$ cat config.mk
export PLATFORM = sky130hd
export DESIGN_NAME = tfg_ctrl
export DESIGN_NICKNAME = d
export VERILOG_FILES = /design/src/rtl/core/tfg_pkg.sv /design/src/rtl/core/tfg_ctrl.sv
export SDC_FILE = /design/constraint.sdc
export NUM_CORES = 1
export LEC_CHECK = 0
export BUFFER_PORTS_ARGS = -buffer_cell sky130_fd_sc_hd__buf_4
export CORE_MARGIN = 1
export CORE_UTILIZATION = 35
export DETAILED_ROUTE_END_ITERATION = 16
export PLACE_DENSITY = 0.71
export SLEW_MARGIN = 20
export SYNTH_ARGS = -nofsm -noshare
export SYNTH_HDL_FRONTEND = slang
export SYNTH_SLANG_ARGS = --single-unit
$ cat constraint.sdc
create_clock -name i_clk -period 1.9 [get_ports i_clk]
set_clock_uncertainty 0.1 [all_clocks]
set_input_delay 0.19 -clock i_clk [delete_from_list [all_inputs] [get_ports i_clk]]
set_output_delay 0.19 -clock i_clk [all_outputs]
set_load 0.01 [all_outputs]
$ cat src/rtl/core/tfg_pkg.sv
package tfg_pkg;

    // Coordinate and fixed point widths.
    localparam int COORD_BITS = 12;
    localparam int FRAC_BITS  = 4;

    // Signed coordinate difference, product and squared-distance widths.
    localparam int DW    = COORD_BITS + 1;
    localparam int PRW   = 2 * DW;
    localparam int NW    = 2 * COORD_BITS + 1;
    localparam int RADW  = NW + 2 * FRAC_BITS;
    localparam int ROOTW = (RADW + 1) / 2;
    localparam int SQCW  = $clog2(ROOTW);

    // Field widths.
    localparam int TIMEW = 32;
    localparam int STRW  = 16;
    localparam int CNTW  = 3;
    localparam int EVW   = 3;
    localparam int AMTW  = 16;
    localparam int ACCW  = 32;
    localparam int DIVCW = $clog2(ACCW);

    // Configuration register widths.
    localparam int DELAYW = 10;
    localparam int THRW   = 13;
    localparam int TAPW   = 11;
    localparam int RDW    = 11;
    localparam int GAPW   = 8;
    localparam int DIVW   = RDW + 1;
    localparam int CFGIW  = 3;
    localparam int CFGDW  = 16;

    // Width used for spread threshold compares.
    localparam int THW = (ROOTW + 1 > THRW + FRAC_BITS + 1) ? ROOTW + 1
                                                            : THRW + FRAC_BITS + 1;

    // Configuration reset values.
    localparam logic [DELAYW-1:0] RST_DETECT = DELAYW'(100);
    localparam logic [THRW-1:0]   RST_ZOOM   = THRW'(100);
    localparam logic [THRW-1:0]   RST_MOVE   = THRW'(25);
    localparam logic [THRW-1:0]   RST_STABLE = THRW'(15);
    localparam logic [STRW-1:0]   RST_MINSTR = STRW'(1000);
    localparam logic [TAPW-1:0]   RST_TAP    = TAPW'(200);
    localparam logic [RDW-1:0]    RST_RDIST  = RDW'(8);
    localparam logic [GAPW-1:0]   RST_GAP    = GAPW'(16);

    localparam logic [CNTW-1:0] TWO_FINGERS = CNTW'(2);
    localparam logic            KIND_LIFT   = 1'b1;

    localparam logic signed [AMTW-1:0] AMT_MAX = 16'sh7FFF;
    localparam logic signed [AMTW-1:0] AMT_MIN = 16'sh8000;

    typedef enum logic [CFGIW-1:0] {
        CFG_DETECT_DELAY = 3'd0,
        CFG_ZOOM_TH      = 3'd1,
        CFG_MOVE_TH      = 3'd2,
        CFG_STABLE       = 3'd3,
        CFG_MIN_STR      = 3'd4,
        CFG_TAP_MAX      = 3'd5,
        CFG_REPORT_DIST  = 3'd6,
        CFG_SCROLL_GAP   = 3'd7
    } t_cfg_idx;

    typedef enum logic [EVW-1:0] {
        EV_PRESS    = 3'd0,
        EV_RELEASE  = 3'd1,
        EV_ZOOM_IN  = 3'd2,
        EV_ZOOM_OUT = 3'd3,
        EV_VWHEEL   = 3'd4,
        EV_HWHEEL   = 3'd5
    } t_event;

    typedef enum logic [1:0] {
        G_NONE = 2'd0,
        G_ZOOM = 2'd1,
        G_VERT = 2'd2,
        G_HORZ = 2'd3
    } t_gesture;

    typedef enum logic [1:0] {
        OUT_PRESS   = 2'd0,
        OUT_RELEASE = 2'd1,
        OUT_ZOOM    = 2'd2,
        OUT_WHEEL   = 2'd3
    } t_out_sel;

    typedef enum logic [3:0] {
        S_IDLE,
        S_CHECK,
        S_SUM,
        S_SQRT,
        S_DECIDE,
        S_SCROLL,
        S_DIV,
        S_WHEEL,
        S_PRESS,
        S_RELEASE,
        S_ZOOM
    } t_state;

    typedef struct packed {
        logic     load_in;
        logic     clr_session;
        logic     mul;
        logic     sum;
        logic     decide;
        logic     div_load;
        logic     out_load;
        t_out_sel out_sel;
    } t_cmd;

    typedef struct packed {
        logic is_lift;
        logic count_ok;
        logic hw_tap;
        logic strength_ok;
        logic tap_ok;
        logic sqrt_busy;
        logic zoom_go;
        logic scroll_go;
        logic div_need;
        logic div_busy;
        logic out_free;
    } t_status;

endpackage

$ cat src/rtl/core/tfg_ctrl.sv
module tfg_ctrl (
    input  logic             i_clk,
    input  logic             i_rst_n,
    input  logic             i_in_valid,
    output logic             o_in_ready,
    input  tfg_pkg::t_status i_status,
    output tfg_pkg::t_cmd    o_cmd
);
    import tfg_pkg::*;

    t_state r_state;
    t_state n_state;

    // State register.
    always_ff @(posedge i_clk) begin
        if (!i_rst_n) begin
            r_state <= S_IDLE;
        end else begin
            r_state <= n_state;
        end
    end

    // Next state and commands.
    always_comb begin
        n_state       = r_state;
        o_cmd         = '0;
        o_cmd.out_sel = OUT_PRESS;
        o_in_ready    = 1'b0;
        case (r_state)
            S_IDLE: begin
                o_in_ready = 1'b1;
                if (i_in_valid) begin
                    o_cmd.load_in = 1'b1;
                    n_state       = S_CHECK;
                end
            end
            S_CHECK: begin
                if (i_status.is_lift) begin
                    o_cmd.clr_session = 1'b1;
                    n_state = i_status.tap_ok ? S_PRESS : S_IDLE;
                end else if (!i_status.count_ok) begin
                    n_state = S_IDLE;
                end else if (i_status.hw_tap) begin
                    n_state = S_PRESS;
                end else if (!i_status.strength_ok) begin
                    n_state = S_IDLE;
                end else begin
                    o_cmd.mul = 1'b1;
                    n_state   = S_SUM;
                end
            end
            S_SUM: begin
                o_cmd.sum = 1'b1;
                n_state   = S_SQRT;
            end
            S_SQRT: begin
                if (!i_status.sqrt_busy) begin
                    n_state = S_DECIDE;
                end
            end
            S_DECIDE: begin
                o_cmd.decide = 1'b1;
                if (i_status.zoom_go) begin
                    n_state = S_ZOOM;
                end else if (i_status.scroll_go) begin
                    n_state = S_SCROLL;
                end else begin
                    n_state = S_IDLE;
                end
            end
            S_SCROLL: begin
                if (i_status.div_need) begin
                    o_cmd.div_load = 1'b1;
                    n_state        = S_DIV;
                end else begin
                    n_state = S_IDLE;
                end
            end
            S_DIV: begin
                if (!i_status.div_busy) begin
                    n_state = S_WHEEL;
                end
            end
            S_WHEEL: begin
                o_cmd.out_sel = OUT_WHEEL;
                if (i_status.out_free) begin
                    o_cmd.out_load = 1'b1;
                    n_state        = S_IDLE;
                end
            end
            S_PRESS: begin
                o_cmd.out_sel = OUT_PRESS;
                if (i_status.out_free) begin
                    o_cmd.out_load = 1'b1;
                    n_state        = S_RELEASE;
                end
            end
            S_RELEASE: begin
                o_cmd.out_sel = OUT_RELEASE;
                if (i_status.out_free) begin
                    o_cmd.out_load = 1'b1;
                    n_state        = S_IDLE;
                end
            end
            S_ZOOM: begin
                o_cmd.out_sel = OUT_ZOOM;
                if (i_status.out_free) begin
                    o_cmd.out_load = 1'b1;
                    n_state        = S_IDLE;
                end
            end
            default: n_state = S_IDLE;
        endcase
    end

`ifndef NO_ASSERTIONS
    a_load_when_free: assert property (@(posedge i_clk) disable iff (!i_rst_n)
        o_cmd.out_load |-> i_status.out_free)
        else $error("output word loaded over an untaken word");

    a_release_after_press: assert property (@(posedge i_clk) disable iff (!i_rst_n)
        (r_state == S_RELEASE) |-> ($past(r_state) == S_PRESS || $past(r_state) == S_RELEASE))
        else $error("release reached without a press");

    a_decide_after_root: assert property (@(posedge i_clk) disable iff (!i_rst_n)
        o_cmd.decide |-> !i_status.sqrt_busy)
        else $error("decision taken while the square root is still running");
`endif

endmodule

==> results.yml <==
layout:
  n_antenna_cell: 0
  stdcell_area_um2: 679
  regMostFlops: "r_state"
  final_layout_size_suffix_gt1_share_pct: 33.7
  largest_register_ffs: 4
  instances_no_fill: 109
  area_delta_synth_final_pct: 43.3
  reg_top3: "r_state (4)"
  nets: 111
critical_path:
  reg2reg_to: "r_state[0]"
  cp_max_fo: 13
  critPathSlowestCell: "dfxtp_1"
  arrival_ns: 1.43
  critPathTopFamily: "simple AND/OR/NAND/NOR gates"
  max_stage_delay_ns: 0.39
  cp.required_ns: 1.61
  path_cells: "buf_4 -> nor2b_1 -> nand2_1 -> o21ai_0 -> and2_1 -> buf_4"
  regToRegSetupSlack_ns: 0.30
  crit_buf_inv: 2
  worst_setup_path_start_kind: "flop"
  crit_path_end_kind: "primary output"
  crit_top_cell: "buf_4"
  r2r_start: "r_state[1]"
  crit_path_start: "r_state[2]"
  reg2reg_depth: 4
  crit_type: "reg -> out"
clocking:
  htreeDepth: 1
  ctsHoldBuffers: 0
  path_clk_slew_ns: 0.03
  cts.repair.resized: 0
  cts_buffers: 3
  cts.path.max_buffers: 2
  clk-insertion-delay-late_ns: 0.23
  cts_root_buffer: "clkbuf_4"
  tritoncts: "yes"
  cts_setup_buffers: 0
  cts_sinks: 4
yosys:
  yosysWarningCount: 0
  ys_ff_latch: 4
  avgSynthCellArea_um2: 6.68
  synth_compound_area_share_pct: 25.6
  netlist_area_um2: 474
  synth_top_family_by_area: "simple AND/OR/NAND/NOR gates"
  yosysSeqAreaShare_pct: 16.9
  synthDistinctLibCells: 31
  synth_edf_count: 0
  synth-xor-area-share_pct: 0
  syn_nets: 85
  synth_ff_type: "dfxtp_1"
  synth_fa_ha_area_share_pct: 0
  synthSimpleGateAreaFrac_pct: 49.1
  syn_inst: 71
  async_flop_share_pct: 0
  synth.area.mux_share_pct: 2.11
pwr:
  pwr-share-comb_pct: 63.6
  sw_frac_of_total_pct: 44.4
  seqPwrFrac_pct: 22.4
  ir_worst_vdd_mv: 0.655
  clock_power_share_pct: 14.0
  intPower_w: 0.000408
  power_density_mw_per_mm2: 1080
  p_leak_nw: 0.319
  power.switching_w: 0.000326
drt:
  routed_via_density: 5.44
  wl_mm: 1.26
  first_iter_violations: 9
  post_drt_wl_per_cell_um: 11.5
  ant_nets: 0
  drc: 0
  dr.pass1.iters: 4
  via_count: 593
sta:
  slew_headroom_pct: 75.3
  fin_crit_ns: 1.72
  rsz0062_at_grt: "false"
  setup_viol: 0
  min_period_over_period_pct: 90.7
  tightest_slew_ns: 0.369
  hold_viol: 0
  drv_slew: 0
  max_freq_mhz: 580
  tns_ns: 0
floorplanning:
  rows: 12
  start_util_pct: 40.0
  die_w_um: 38.8
  die_area_mm2: 0.00151
  coreArea_mm2: 0.00119
  io_pins: 24
  die_h_um: 38.8
global_routing:
  antenna_found_initial: 0
  grt_pass1_wl_mm: 2.03
  grt_usage_pct: 19.2
  grt_max_degree: 14
  grt_pass1_vias: 510
  gr-total-overflow: 0
worst_hold_path:
  hold_class: "in -> reg"
  hold_path.startpoint: "i_rst_n"
  holdPathStages: 3
  hold_end: "r_state[1]"
outcome:
  status: "complete, no violations"
placed_design:
  placed_cells: 106
  placed_cell_area_um2: 657
  hpwl_um: 998
  port_buffers: 23
  gp_congestion: 0.774
job:
  maxCapViolCount: 0
placed cells by master (no fill, tap or decap), types with 2 or more instances in the layout:
master and n:
buf_4 25, nand2_1 13, nor2_1 7, nor2b_1 6, o21ai_0 5, and2_1 4
dfxtp_1 4, and3_1 3, clkbuf_4 3, inv_1 2, o22ai_1 2, nand4_1 2
layout make-up:
cell class | count | area, um^2
tap | 14 | 17.5
inverter | 2 | 7.51
multi-input combinational | 61 | 364
fill | 129 | 507
clock buffer | 3 | 22.5
timing repair buffer | 25 | 188
sequential | 4 | 80.1
worst min-delay path: stages:
cell and delay (ns):
buf_4 0.13, nand2_1 0.06, o21ai_1 0.05
routing by layer:
metal  part of all wire, %  vias up  global-route usage [%]
li1                      -      304                       -
met1                    48      267                    24.6
met2                    45       22                    32.5
met3                   6.0        0                    6.94
met4                     0        0                       0
met5                     0        -                       0
cells in the mapped netlist (2+ instances only):
library cell	instances	share of area (%)
nand2_1	13	10
nor2_1	7	5.5
nor2b_1	6	7.9
o21ai_0	5	5.3
and2_1	4	5.3
dfxtp_1	4	17
and3_1	3	4.0
buf_2	3	3.2
inv_1	2	1.6
nand4_1	2	2.6
o22ai_1	2	2.6
power groups by stage:
stage	combinational [W]	clock [W]	sequential, W
floorplan	0.000354	0	0.000125
global placement	0.000462	0	0.000161
detailed placement	0.000465	0	0.000164
CTS	0.000465	0.000107	0.000163
global route	0.000515	0.000113	0.000171
finish	0.000467	0.000103	0.000165
logic make-up after synthesis:
| family | count (synthesis) |
|---|---|
| multiplexers | 1 |
| flip-flops | 4 |
| AND/OR/NAND/NOR | 43 |
| buffers and inverters | 6 |
| AO/OA/AOI/OAI | 17 |
metrics by stage:
step / total power [W] / hold WS, ns / setup slack (ns) / utilization (%)
after floorplan: 0.000478 / 0.230 / 0.490 / -
after global placement: 0.000623 / 0.387 / 0.356 / 55.4
after detailed placement: 0.000629 / 0.387 / 0.323 / 55.4
after CTS: 0.000736 / 0.142 / 0.167 / 57.3
after global routing: 0.000798 / 0.160 / 0.0213 / 57.3
final: 0.000734 / 0.149 / 0.177 / 57.3
worst max-delay path by stage:
stage / to / slack (ns) / cells after the start
after detailed placement: r_state[0] / 0.32 / 4
after floorplan: r_state[0] / 0.49 / 5
after global placement: r_state[0] / 0.36 / 4
after CTS: o_cmd[1] / 0.17 / 6
after global routing: o_cmd[1] / 0.02 / 6
final: o_cmd[1] / 0.18 / 6
Note: power is estimated with default switching activity, not from simulation.
